===== src/rpn_stack_evaluator_defines.svh =====
`ifndef RPN_STACK_EVALUATOR_DEFINES_SVH
`define RPN_STACK_EVALUATOR_DEFINES_SVH

// same-cycle implication, sampled on clk, off while rst_n is low
`define RPN_ASSERT_SAME(lbl, ante, cons, msg) \
  lbl: assert property (@(posedge clk) disable iff (!rst_n) (ante) |-> (cons)) \
    else $error(msg);

// next-cycle implication, sampled on clk, off while rst_n is low
`define RPN_ASSERT_NEXT(lbl, ante, cons, msg) \
  lbl: assert property (@(posedge clk) disable iff (!rst_n) (ante) |=> (cons)) \
    else $error(msg);

`endif


===== src/rpn_pkg.sv =====
`timescale 1ns / 1ps

package rpn_pkg;

  localparam int unsigned STACK_DEPTH = 16;
  localparam int unsigned ADDR_W      = $clog2(STACK_DEPTH);
  localparam int unsigned CNT_W       = $clog2(STACK_DEPTH + 1);
  localparam int unsigned DATA_W      = 32;
  localparam int unsigned DIV_STEPS   = DATA_W;
  localparam int unsigned STEP_W      = $clog2(DIV_STEPS);

  typedef enum logic [1:0] {
    KIND_DIGIT   = 2'd0,
    KIND_OP      = 2'd1,
    KIND_INVALID = 2'd2,
    KIND_END     = 2'd3
  } kind_t;

  typedef enum logic [1:0] {
    OP_ADD = 2'd0,
    OP_SUB = 2'd1,
    OP_MUL = 2'd2,
    OP_DIV = 2'd3
  } op_t;

  typedef enum logic [2:0] {
    ST_OK        = 3'd0,
    ST_UNDERFLOW = 3'd1,
    ST_DIVZERO   = 3'd2,
    ST_INVALID   = 3'd3,
    ST_IMBALANCE = 3'd4,
    ST_OVERFLOW  = 3'd5
  } status_t;

  // controller to datapath
  typedef struct packed {
    logic    tok_load;
    logic    rd_next;
    logic    right_load;
    logic    push_digit;
    logic    push_alu;
    logic    push_div;
    logic    drop2;
    logic    div_start;
    logic    emit;
    logic    err_load;
    status_t err_code;
  } cmd_t;

  // datapath to controller
  typedef struct packed {
    kind_t kind;
    op_t   op;
    logic  err_pending;
    logic  full;
    logic  lt2;
    logic  right_zero;
    logic  div_done;
  } sts_t;

endpackage


===== src/rpn_div.sv =====
`timescale 1ns / 1ps

module rpn_div (
  input  logic                              clk,
  input  logic                              rst_n,
  input  logic                              start,
  input  logic [rpn_pkg::DATA_W-1:0]        dividend,
  input  logic [rpn_pkg::DATA_W-1:0]        divisor,
  output logic                              done,
  output logic [rpn_pkg::DATA_W-1:0]        quotient
);

  logic                          run_r;
  logic                          done_r;
  logic [rpn_pkg::STEP_W-1:0]    step_r;
  logic [rpn_pkg::DATA_W-1:0]    rem_r;
  logic [rpn_pkg::DATA_W-1:0]    quo_r;
  logic [rpn_pkg::DATA_W-1:0]    dvs_r;
  logic                          neg_r;

  logic [rpn_pkg::DATA_W-1:0]    mag_a;
  logic [rpn_pkg::DATA_W-1:0]    mag_b;
  logic [rpn_pkg::DATA_W:0]      shifted;
  logic [rpn_pkg::DATA_W:0]      trial;

  always_comb begin
    mag_a   = dividend[rpn_pkg::DATA_W-1] ? ('0 - dividend) : dividend;
    mag_b   = divisor[rpn_pkg::DATA_W-1] ? ('0 - divisor) : divisor;
    // partial remainder stays below twice the divisor, so the top bit is the borrow
    shifted = {rem_r, quo_r[rpn_pkg::DATA_W-1]};
    trial   = shifted - {1'b0, dvs_r};
  end

  always_ff @(posedge clk) begin
    if (!rst_n) begin
      run_r  <= 1'b0;
      done_r <= 1'b0;
      step_r <= '0;
    end else begin
      done_r <= 1'b0;
      if (start) begin
        run_r  <= 1'b1;
        step_r <= '0;
      end else if (run_r) begin
        step_r <= step_r + rpn_pkg::STEP_W'(1);
        if (step_r == rpn_pkg::STEP_W'(rpn_pkg::DIV_STEPS - 1)) begin
          run_r  <= 1'b0;
          done_r <= 1'b1;
        end
      end
    end
  end

  always_ff @(posedge clk) begin
    if (start) begin
      rem_r <= '0;
      quo_r <= mag_a;
      dvs_r <= mag_b;
      neg_r <= dividend[rpn_pkg::DATA_W-1] ^ divisor[rpn_pkg::DATA_W-1];
    end else if (run_r) begin
      if (!trial[rpn_pkg::DATA_W]) begin
        rem_r <= trial[rpn_pkg::DATA_W-1:0];
        quo_r <= {quo_r[rpn_pkg::DATA_W-2:0], 1'b1};
      end else begin
        rem_r <= shifted[rpn_pkg::DATA_W-1:0];
        quo_r <= {quo_r[rpn_pkg::DATA_W-2:0], 1'b0};
      end
    end
  end

  assign done     = done_r;
  assign quotient = neg_r ? ('0 - quo_r) : quo_r;

endmodule


===== src/rpn_dp.sv =====
`timescale 1ns / 1ps
`include "rpn_stack_evaluator_defines.svh"

module rpn_dp (
  input  logic                        clk,
  input  logic                        rst_n,
  input  logic [1:0]                  in_kind,
  input  logic [3:0]                  in_digit_value,
  input  logic [1:0]                  in_op_code,
  input  rpn_pkg::cmd_t               cmd,
  output rpn_pkg::sts_t               sts,
  output logic                        out_valid,
  output logic signed [31:0]          out_value,
  output logic [2:0]                  out_status
);

  logic [rpn_pkg::DATA_W-1:0]  mem [rpn_pkg::STACK_DEPTH];

  rpn_pkg::kind_t              kind_r;
  rpn_pkg::op_t                op_r;
  logic [3:0]                  digit_r;
  logic [rpn_pkg::CNT_W-1:0]   cnt_r;
  logic [rpn_pkg::CNT_W-1:0]   cnt_nxt;
  rpn_pkg::status_t            err_r;
  rpn_pkg::status_t            err_nxt;
  logic [rpn_pkg::DATA_W-1:0]  rd_data_r;
  logic [rpn_pkg::DATA_W-1:0]  right_r;
  logic                        out_valid_r;
  logic [rpn_pkg::DATA_W-1:0]  out_value_r;
  rpn_pkg::status_t            out_status_r;

  logic [rpn_pkg::CNT_W-1:0]   cnt_m1;
  logic [rpn_pkg::CNT_W-1:0]   cnt_m2;
  logic [rpn_pkg::ADDR_W-1:0]  rd_addr;
  logic                        wr_en;
  logic [rpn_pkg::ADDR_W-1:0]  wr_addr;
  logic [rpn_pkg::DATA_W-1:0]  wr_data;
  logic [rpn_pkg::DATA_W-1:0]  alu_res;
  logic [rpn_pkg::DATA_W-1:0]  div_q;
  logic                        div_done;
  rpn_pkg::status_t            res_status;
  logic [rpn_pkg::DATA_W-1:0]  res_value;

  rpn_div u_div (
    .clk      (clk),
    .rst_n    (rst_n),
    .start    (cmd.div_start),
    .dividend (rd_data_r),
    .divisor  (right_r),
    .done     (div_done),
    .quotient (div_q)
  );

  always_comb begin
    cnt_m1  = cnt_r - rpn_pkg::CNT_W'(1);
    cnt_m2  = cnt_r - rpn_pkg::CNT_W'(2);
    rd_addr = cmd.rd_next ? cnt_m2[rpn_pkg::ADDR_W-1:0] : cnt_m1[rpn_pkg::ADDR_W-1:0];

    // left operand sits in rd_data_r, right operand in right_r
    case (op_r)
      rpn_pkg::OP_ADD: alu_res = rd_data_r + right_r;
      rpn_pkg::OP_SUB: alu_res = rd_data_r - right_r;
      rpn_pkg::OP_MUL: alu_res = rd_data_r * right_r;
      default:         alu_res = '0;
    endcase

    wr_en   = cmd.push_digit | cmd.push_alu | cmd.push_div;
    wr_addr = cnt_m2[rpn_pkg::ADDR_W-1:0];
    wr_data = div_q;
    if (cmd.push_digit) begin
      wr_addr = cnt_r[rpn_pkg::ADDR_W-1:0];
      wr_data = {{(rpn_pkg::DATA_W - 4){1'b0}}, digit_r};
    end else if (cmd.push_alu) begin
      wr_data = alu_res;
    end

    cnt_nxt = cnt_r;
    if (cmd.emit) begin
      cnt_nxt = '0;
    end else if (cmd.push_digit) begin
      cnt_nxt = cnt_r + rpn_pkg::CNT_W'(1);
    end else if (cmd.push_alu || cmd.push_div) begin
      cnt_nxt = cnt_m1;
    end else if (cmd.drop2) begin
      cnt_nxt = cnt_m2;
    end

    err_nxt = err_r;
    if (cmd.emit) begin
      err_nxt = rpn_pkg::ST_OK;
    end else if (cmd.err_load) begin
      err_nxt = cmd.err_code;
    end

    if (err_r != rpn_pkg::ST_OK) begin
      res_status = err_r;
    end else if (cnt_r == rpn_pkg::CNT_W'(1)) begin
      res_status = rpn_pkg::ST_OK;
    end else begin
      res_status = rpn_pkg::ST_IMBALANCE;
    end
    // with one value on the stack the top read is entry zero
    res_value = (res_status == rpn_pkg::ST_OK) ? rd_data_r : '0;
  end

  always_ff @(posedge clk) begin
    if (wr_en) begin
      mem[wr_addr] <= wr_data;
    end
    rd_data_r <= mem[rd_addr];
  end

  always_ff @(posedge clk) begin
    if (cmd.tok_load) begin
      kind_r  <= rpn_pkg::kind_t'(in_kind);
      op_r    <= rpn_pkg::op_t'(in_op_code);
      digit_r <= in_digit_value;
    end
    if (cmd.right_load) begin
      right_r <= rd_data_r;
    end
    if (cmd.emit) begin
      out_value_r  <= res_value;
      out_status_r <= res_status;
    end
  end

  always_ff @(posedge clk) begin
    if (!rst_n) begin
      cnt_r       <= '0;
      err_r       <= rpn_pkg::ST_OK;
      out_valid_r <= 1'b0;
    end else begin
      cnt_r       <= cnt_nxt;
      err_r       <= err_nxt;
      out_valid_r <= cmd.emit;
    end
  end

  always_comb begin
    sts.kind        = kind_r;
    sts.op          = op_r;
    sts.err_pending = (err_r != rpn_pkg::ST_OK);
    sts.full        = (cnt_r == rpn_pkg::CNT_W'(rpn_pkg::STACK_DEPTH));
    sts.lt2         = (cnt_r < rpn_pkg::CNT_W'(2));
    sts.right_zero  = (right_r == '0);
    sts.div_done    = div_done;
  end

  assign out_valid  = out_valid_r;
  assign out_value  = out_value_r;
  assign out_status = out_status_r;

  `RPN_ASSERT_SAME(a_cnt_bound, 1'b1,
                   cnt_r <= rpn_pkg::CNT_W'(rpn_pkg::STACK_DEPTH),
                   "stack count past depth")
  `RPN_ASSERT_SAME(a_err_zero_value,
                   out_valid_r && out_status_r != rpn_pkg::ST_OK,
                   out_value_r == '0,
                   "error result with nonzero value")
  `RPN_ASSERT_NEXT(a_emit_clears, cmd.emit,
                   cnt_r == '0 && err_r == rpn_pkg::ST_OK,
                   "expression state not cleared after result")

endmodule


===== src/rpn_ctrl.sv =====
`timescale 1ns / 1ps
`include "rpn_stack_evaluator_defines.svh"

module rpn_ctrl (
  input  logic          clk,
  input  logic          rst_n,
  input  logic          start,
  output logic          busy,
  input  rpn_pkg::sts_t sts,
  output rpn_pkg::cmd_t cmd
);

  typedef enum logic [3:0] {
    S_IDLE     = 4'b0001,
    S_DISPATCH = 4'b0010,
    S_EXEC     = 4'b0100,
    S_DIV      = 4'b1000
  } state_t;

  state_t state_r;
  state_t state_nxt;

  always_comb begin
    state_nxt = state_r;
    cmd       = '0;
    case (state_r)
      S_IDLE: begin
        if (start) begin
          cmd.tok_load = 1'b1;
          state_nxt    = S_DISPATCH;
        end
      end
      S_DISPATCH: begin
        state_nxt = S_IDLE;
        if (sts.kind == rpn_pkg::KIND_END) begin
          cmd.emit = 1'b1;
        end else if (!sts.err_pending) begin
          case (sts.kind)
            rpn_pkg::KIND_DIGIT: begin
              if (sts.full) begin
                cmd.err_load = 1'b1;
                cmd.err_code = rpn_pkg::ST_OVERFLOW;
              end else begin
                cmd.push_digit = 1'b1;
              end
            end
            rpn_pkg::KIND_OP: begin
              if (sts.lt2) begin
                cmd.err_load = 1'b1;
                cmd.err_code = rpn_pkg::ST_UNDERFLOW;
              end else begin
                // top of stack becomes the right operand, fetch the left one
                cmd.right_load = 1'b1;
                cmd.rd_next    = 1'b1;
                state_nxt      = S_EXEC;
              end
            end
            default: begin
              cmd.err_load = 1'b1;
              cmd.err_code = rpn_pkg::ST_INVALID;
            end
          endcase
        end
      end
      S_EXEC: begin
        state_nxt = S_IDLE;
        if (sts.op == rpn_pkg::OP_DIV) begin
          if (sts.right_zero) begin
            cmd.drop2    = 1'b1;
            cmd.err_load = 1'b1;
            cmd.err_code = rpn_pkg::ST_DIVZERO;
          end else begin
            cmd.div_start = 1'b1;
            state_nxt     = S_DIV;
          end
        end else begin
          cmd.push_alu = 1'b1;
        end
      end
      S_DIV: begin
        if (sts.div_done) begin
          cmd.push_div = 1'b1;
          state_nxt    = S_IDLE;
        end
      end
      default: begin
        state_nxt = S_IDLE;
      end
    endcase
  end

  always_ff @(posedge clk) begin
    if (!rst_n) begin
      state_r <= S_IDLE;
    end else begin
      state_r <= state_nxt;
    end
  end

  assign busy = (state_r != S_IDLE);

  `RPN_ASSERT_NEXT(a_accept_dispatch, start && !busy, state_r == S_DISPATCH,
                   "accepted token not dispatched")
  `RPN_ASSERT_SAME(a_div_nonzero, cmd.div_start, !sts.right_zero,
                   "divider started with zero divisor")

endmodule


===== src/rpn_stack_evaluator.sv =====
`timescale 1ns / 1ps

// Reverse Polish evaluator, one token per transfer on start/busy. A token is
// taken when start is high and busy is low. Digit, invalid and end tokens, an
// operator short of operands and any token ignored after an error go through
// dispatch only; add, subtract, multiply and a divide by zero also go through
// execute; a divide then waits in S_DIV on the radix-2 divider that finds one
// quotient bit a cycle over 32 steps. Only the end token gives a transfer on
// the out_ ports: out_valid is high for one cycle, the cycle after the end
// token is dispatched, and the receiver cannot stall it, so it must take every
// result as it comes. The next token may be started in that same cycle.
module rpn_stack_evaluator (
  input  logic               clk,
  input  logic               rst_n,
  input  logic               start,
  output logic               busy,
  input  logic [1:0]         in_kind,
  input  logic [3:0]         in_digit_value,
  input  logic [1:0]         in_op_code,
  output logic               out_valid,
  output logic signed [31:0] out_value,
  output logic [2:0]         out_status
);

  rpn_pkg::cmd_t cmd;
  rpn_pkg::sts_t sts;

  rpn_ctrl u_ctrl (
    .clk   (clk),
    .rst_n (rst_n),
    .start (start),
    .busy  (busy),
    .sts   (sts),
    .cmd   (cmd)
  );

  rpn_dp u_dp (
    .clk            (clk),
    .rst_n          (rst_n),
    .in_kind        (in_kind),
    .in_digit_value (in_digit_value),
    .in_op_code     (in_op_code),
    .cmd            (cmd),
    .sts            (sts),
    .out_valid      (out_valid),
    .out_value      (out_value),
    .out_status     (out_status)
  );

endmodule


===== config.mk =====
export PLATFORM = sky130hd
export DESIGN_NAME = rpn_stack_evaluator
export DESIGN_NICKNAME = d
export VERILOG_FILES = /design/src/rpn_pkg.sv /design/src/rpn_div.sv /design/src/rpn_dp.sv /design/src/rpn_ctrl.sv /design/src/rpn_stack_evaluator.sv
export VERILOG_INCLUDE_DIRS = /design/src /design/src/src
export SDC_FILE = /design/constraint.sdc
export NUM_CORES = 2
export LEC_CHECK = 0
export ABC_AREA = 1
export BUFFER_PORTS_ARGS = -buffer_cell sky130_fd_sc_hd__buf_2
export CAP_MARGIN = 25
export CORE_MARGIN = 4
export CORE_UTILIZATION = 65
export CTS_CLUSTER_DIAMETER = 40
export DETAILED_ROUTE_END_ITERATION = 7
export PLACE_DENSITY_LB_ADDON = 0.08
export SLEW_MARGIN = 20
export SYNTH_ARGS = -nofsm -noshare
export SYNTH_HDL_FRONTEND = slang
export SYNTH_SLANG_ARGS = --single-unit

===== constraint.sdc =====
create_clock -name clk -period 20.8 [get_ports clk]
set_input_delay 1.04 -clock clk [delete_from_list [all_inputs] [get_ports clk]]
set_output_delay 1.04 -clock clk [all_outputs]
set_load 0.1 [all_outputs]

==> flow_metrics.env <==
export IMPL_area_delta_synth_final_pct=8.948
export IMPL_grt_overflow=0
export IMPL_finalHoldViolCount=0
export IMPL_setup_violations=0
export IMPL_cp_data_arrival_time_ns=8.59
export IMPL_slew_headroom_pct=23.98
export IMPL_cts_tree="yes"
export IMPL_cts_made_buffers=101
export IMPL_grt_max_degree=212
export IMPL_r2r_start="u_dp.rd_data_r[19]$_DFF_P_"
export IMPL_drv_cap=0
export IMPL_min_path_cells=2
export IMPL_syn_area_mm2=0.05280
export IMPL_cts_hold_buf=0
export IMPL_vias=40801
export IMPL_startpoint="u_dp.rd_data_r[19]$_DFF_P_"
export IMPL_power_density_mw_per_mm2=159.6
export IMPL_fmax_mhz=121.7
export IMPL_status="complete, no violations"
export IMPL_pwr_share_clk_pct=19.1
export IMPL_drv_slew=0
export IMPL_die_w_um=293.0
export IMPL_insertion_delay_ns=0.71
export IMPL_synth_async_reset_ratio_pct=0
export IMPL_internal_power_mw=4.781
export IMPL_p_seq_share_pct=17.7
export IMPL_hold_path_class="register to register"
export IMPL_vias_per_cell=5.760
export IMPL_cts_repair_resized=0
export IMPL_die_area_mm2=0.08585
export IMPL_finalNetCount=6556
export IMPL_ir_drop_mv=0.3656
export IMPL_r2r_setup_slack_ns=12.59
export IMPL_period_share_pct=39.49
export IMPL_gp_congestion=1.000
export IMPL_synth_seq_area_share_pct=40.27
export IMPL_start_util_pct=65.55
export IMPL_layout_drive_gt1_share_pct=6.444
export IMPL_remaining_drc_errors=0
export IMPL_clk_pin_slew_worst_paths_ns=0.06
export IMPL_synth_area_leaders="edfxtp_1 37%, fa_1 16%, nand2_1 9.2%"
export IMPL_fin_hold_ws_ns=0.4710
export IMPL_hpwl_mm=102.3
export IMPL_fill_cells=6117
export IMPL_reg2regPathDepth=26
export IMPL_cp_required_ns=21.17
export IMPL_io_pins=48
export IMPL_crit_path_end_kind="register"
export IMPL_netlist_area_leader_share_pct=37.08
export IMPL_crit_type="register to register"
export IMPL_post_cts_buffers=0
export IMPL_die_y_um=293.0
export IMPL_antenna_found_initial=2
export IMPL_postLayoutSetupSlackWorst_ns=12.59
export IMPL_comb_power_share_pct=63.2
export IMPL_synthFlopType="edfxtp_1"
export IMPL_place_area_mm2=0.05396
export IMPL_ys_warn_count=0
export IMPL_synth_area_leader_cell="edfxtp_1"
export IMPL_tightest_slew_ns=1.140
export IMPL_synthCells=5990
export IMPL_swShare_pct=47.92
export IMPL_final_cell_area_mm2=0.05753
export IMPL_wl_per_cell_um=21.35
export IMPL_rsz0062_at_grt="false"
export IMPL_syn_nets=6609
export IMPL_p_leak_nw=27.14
export IMPL_wl_mm=151.2
export IMPL_num_rows=104
export IMPL_htree_num_levels=3
export IMPL_first_global_vias=40250
export IMPL_grt_pass1_wl_mm=233.2
export IMPL_min_period_ns=8.214
export IMPL_endpoint="u_dp.mem[14][29]$_DFFE_PP_"
export IMPL_tns_ns=0
export IMPL_regToRegEndpoint="u_dp.mem[14][29]$_DFFE_PP_"
export IMPL_first_pass_iters=6
export IMPL_grt_use_total_pct=35.56
export IMPL_cts_sinks=736
export IMPL_postRouteAntennaNets=0
export IMPL_avgSynthCellArea_um2=8.815
export IMPL_cp_max_fo=16
export IMPL_ys_seq_elements=736
export IMPL_synth_edf_count=652
export IMPL_worstSetupStartpointType="register"
export IMPL_clockBufferDepth=3
export IMPL_fin_util_pct=71.42
export IMPL_cts_root_buf="clkbuf_16"
export IMPL_p_switching_mw=4.399
export IMPL_initialDrtViolationCount=4085
export IMPL_fin_skew_ns=0.05659
export IMPL_place_worst_setup_slack_ns=12.38
export IMPL_core_area_mm2=0.08055
export IMPL_yosysUniqueCellTypes=61
export IMPL_io_buffers=47
==> how the worst min path moves through the flow <==
stage | from | to | slack [ns]
floorplan | u_dp.rd_data_r[31]$_DFF_P_ | u_dp.right_r[31]$_DFFE_PP_ | 0.40
detailed placement | u_dp.u_div.rem_r[26]$_SDFFE_PP0P_ | u_dp.u_div.rem_r[26]$_SDFFE_PP0P_ | 0.46
finish | u_dp.u_div.rem_r[29]$_SDFFE_PP0P_ | u_dp.u_div.rem_r[29]$_SDFFE_PP0P_ | 0.47
global placement | u_dp.u_div.step_r[4]$_SDFFE_PP0P_ | u_dp.u_div.step_r[4]$_SDFFE_PP0P_ | 0.45
CTS | in_digit_value[0] | u_dp.digit_r[0]$_DFFE_PP_ | 0.46
global route | u_dp.u_div.rem_r[11]$_SDFFE_PP0P_ | u_dp.u_div.rem_r[11]$_SDFFE_PP0P_ | 0.48
==> Yosys cell counts (all sizes together) (10+ instances only) <==
master	number
nand2	1297
ha	198
nor4	20
o211ai	145
nand4	29
nand3	311
inv	1291
o21bai	18
o21ai	394
xor2	85
clkbuf	154
nor2	243
xnor2	31
or2	12
dfxtp	84
edfxtp	652
a21o	12
fa	410
buf	143
o221ai	11
nor3	61
a31oi	10
a21oi	320
==> per-layer routing <==
layer	track usage (%)	vias up	part of all wire (%)	wire length, um
li1	-	18976	-	-
met1	47.76	19612	39	59710
met2	58.01	1856	47	71230
met3	6.017	357	9.0	13670
met4	14.93	0	4.4	6599
met5	0	-	0	0
==> per-stage QoR <==
step | power [mW] | cells
floorplan | 5.644 | 5990
global placement | 7.221 | 6886
detailed placement | 7.257 | 6888
CTS | 9.075 | 7075
global route | 9.896 | 7081
finish | 9.179 | 7083
==> state kept, by name, indices dropped and copies added, names as in the netlist <==
| signal | cells |
|---|---|
| u_dp.out_status | 3 |
| u_dp.rd_data_r | 32 |
| u_dp.op_r | 2 |
| u_dp.mem | 512 |
| u_dp.u_div.done | 1 |
| u_dp.u_div.dvs_r | 32 |
| u_dp.u_div.quo_r | 32 |
| u_dp.u_div.step_r | 5 |
| u_dp.err_r | 3 |
| u_ctrl.state_r | 4 |
| u_dp.kind_r | 2 |
| u_dp.out_valid | 1 |
| u_dp.cnt_r | 5 |
| u_dp.u_div.rem_r | 32 |
| u_dp.right_r | 32 |
| u_dp.digit_r | 4 |
| u_dp.u_div.neg_r | 1 |
| u_dp.u_div.run_r | 1 |
| u_dp.out_value | 32 |
==> power by group through the flow <==
stage	Sequential, mW	Clock, mW	Combinational [mW]
floorplan	1.65	0	4.00
global placement	1.66	0	5.56
detailed placement	1.66	0	5.60
CTS	1.63	1.77	5.68
global route	1.63	1.84	6.43
finish	1.63	1.75	5.80
==> cell type report <==
class | instances | area [um^2] | share of cell area [%]
Antenna cell | 2 | 5.005 | 0.008700
Clock buffer | 117 | 2650 | 4.607
Multi-Input combinational cell | 3661 | 25590 | 44.48
Tap cell | 1060 | 1326 | 2.306
Sequential cell | 736 | 21260 | 36.96
Inverter | 1296 | 4873 | 8.472
Clock inverter | 70 | 829.5 | 1.442
Timing Repair Buffer | 141 | 988.4 | 1.718
==> kinds of logic (layout without fill, tap and decap cells) <==
logic type               count (synthesis)  in the layout  synth area share (%)
AO/OA/AOI/OAI                          948            948                 10.15
XOR/XNOR                               116            116                 1.938
adder cells (fa/ha/maj)                608            608                 20.24
buffers and inverters                 1593           1624                 11.67
flip-flops                             736            736                 40.27
multiplexers                             1              1               0.02133
other                                    0              2                     0
AND/OR/NAND/NOR                       1988           1988                 15.71
==> cells in the final DEF (no fill, tap or decap), types with 8 or more instances in the layout <==
cell / netlist / final
nor3_1: 51 / 50
bufinv_16: 0 / 11
o211ai_1: 145 / 145
buf_4: 7 / 87
o221ai_1: 11 / 11
fa_1: 410 / 410
a21oi_1: 320 / 320
or2_2: 8 / 8
nand3_1: 310 / 310
dfxtp_1: 84 / 81
a21o_1: 12 / 12
o21ai_0: 374 / 370
nor4_1: 19 / 19
nor2_4: 3 / 21
clkinv_1: 3 / 14
clkbuf_1: 154 / 12
edfxtp_1: 652 / 652
clkinv_2: 2 / 15
o21bai_1: 18 / 18
o21ai_1: 16 / 17
nand3b_1: 8 / 8
a31oi_1: 10 / 10
nand4_1: 28 / 28
nor2_1: 236 / 217
xor2_1: 84 / 84
clkbuf_16: 0 / 103
buf_2: 75 / 48
nand2_1: 1292 / 1290
ha_1: 198 / 198
inv_1: 1284 / 1283
clkinvlp_4: 0 / 13
o21a_1: 9 / 9
xnor2_1: 31 / 31
==> critical path, cell delays in order (launching register included) <==
cell and delay, ns:
dfxtp_1 0.86, buf_4 0.35, nand2_1 0.07, inv_1 0.09, fa_1 0.41, inv_1 0.08
fa_1 0.43, fa_1 0.51, fa_1 0.55, inv_1 0.05, fa_1 0.49, fa_1 0.61
fa_1 0.45, fa_1 0.50, ha_1 0.42, nand2_1 0.14, nor2_1 0.15, nor3b_1 0.27
nand3b_1 0.11, nand3_1 0.18, a21oi_1 0.10, o21bai_1 0.16, a21oi_1 0.08, o21ai_0 0.17
nand3_1 0.25, nand2_1 0.18, inv_1 0.21
Power figures use the tool's default switching activity.
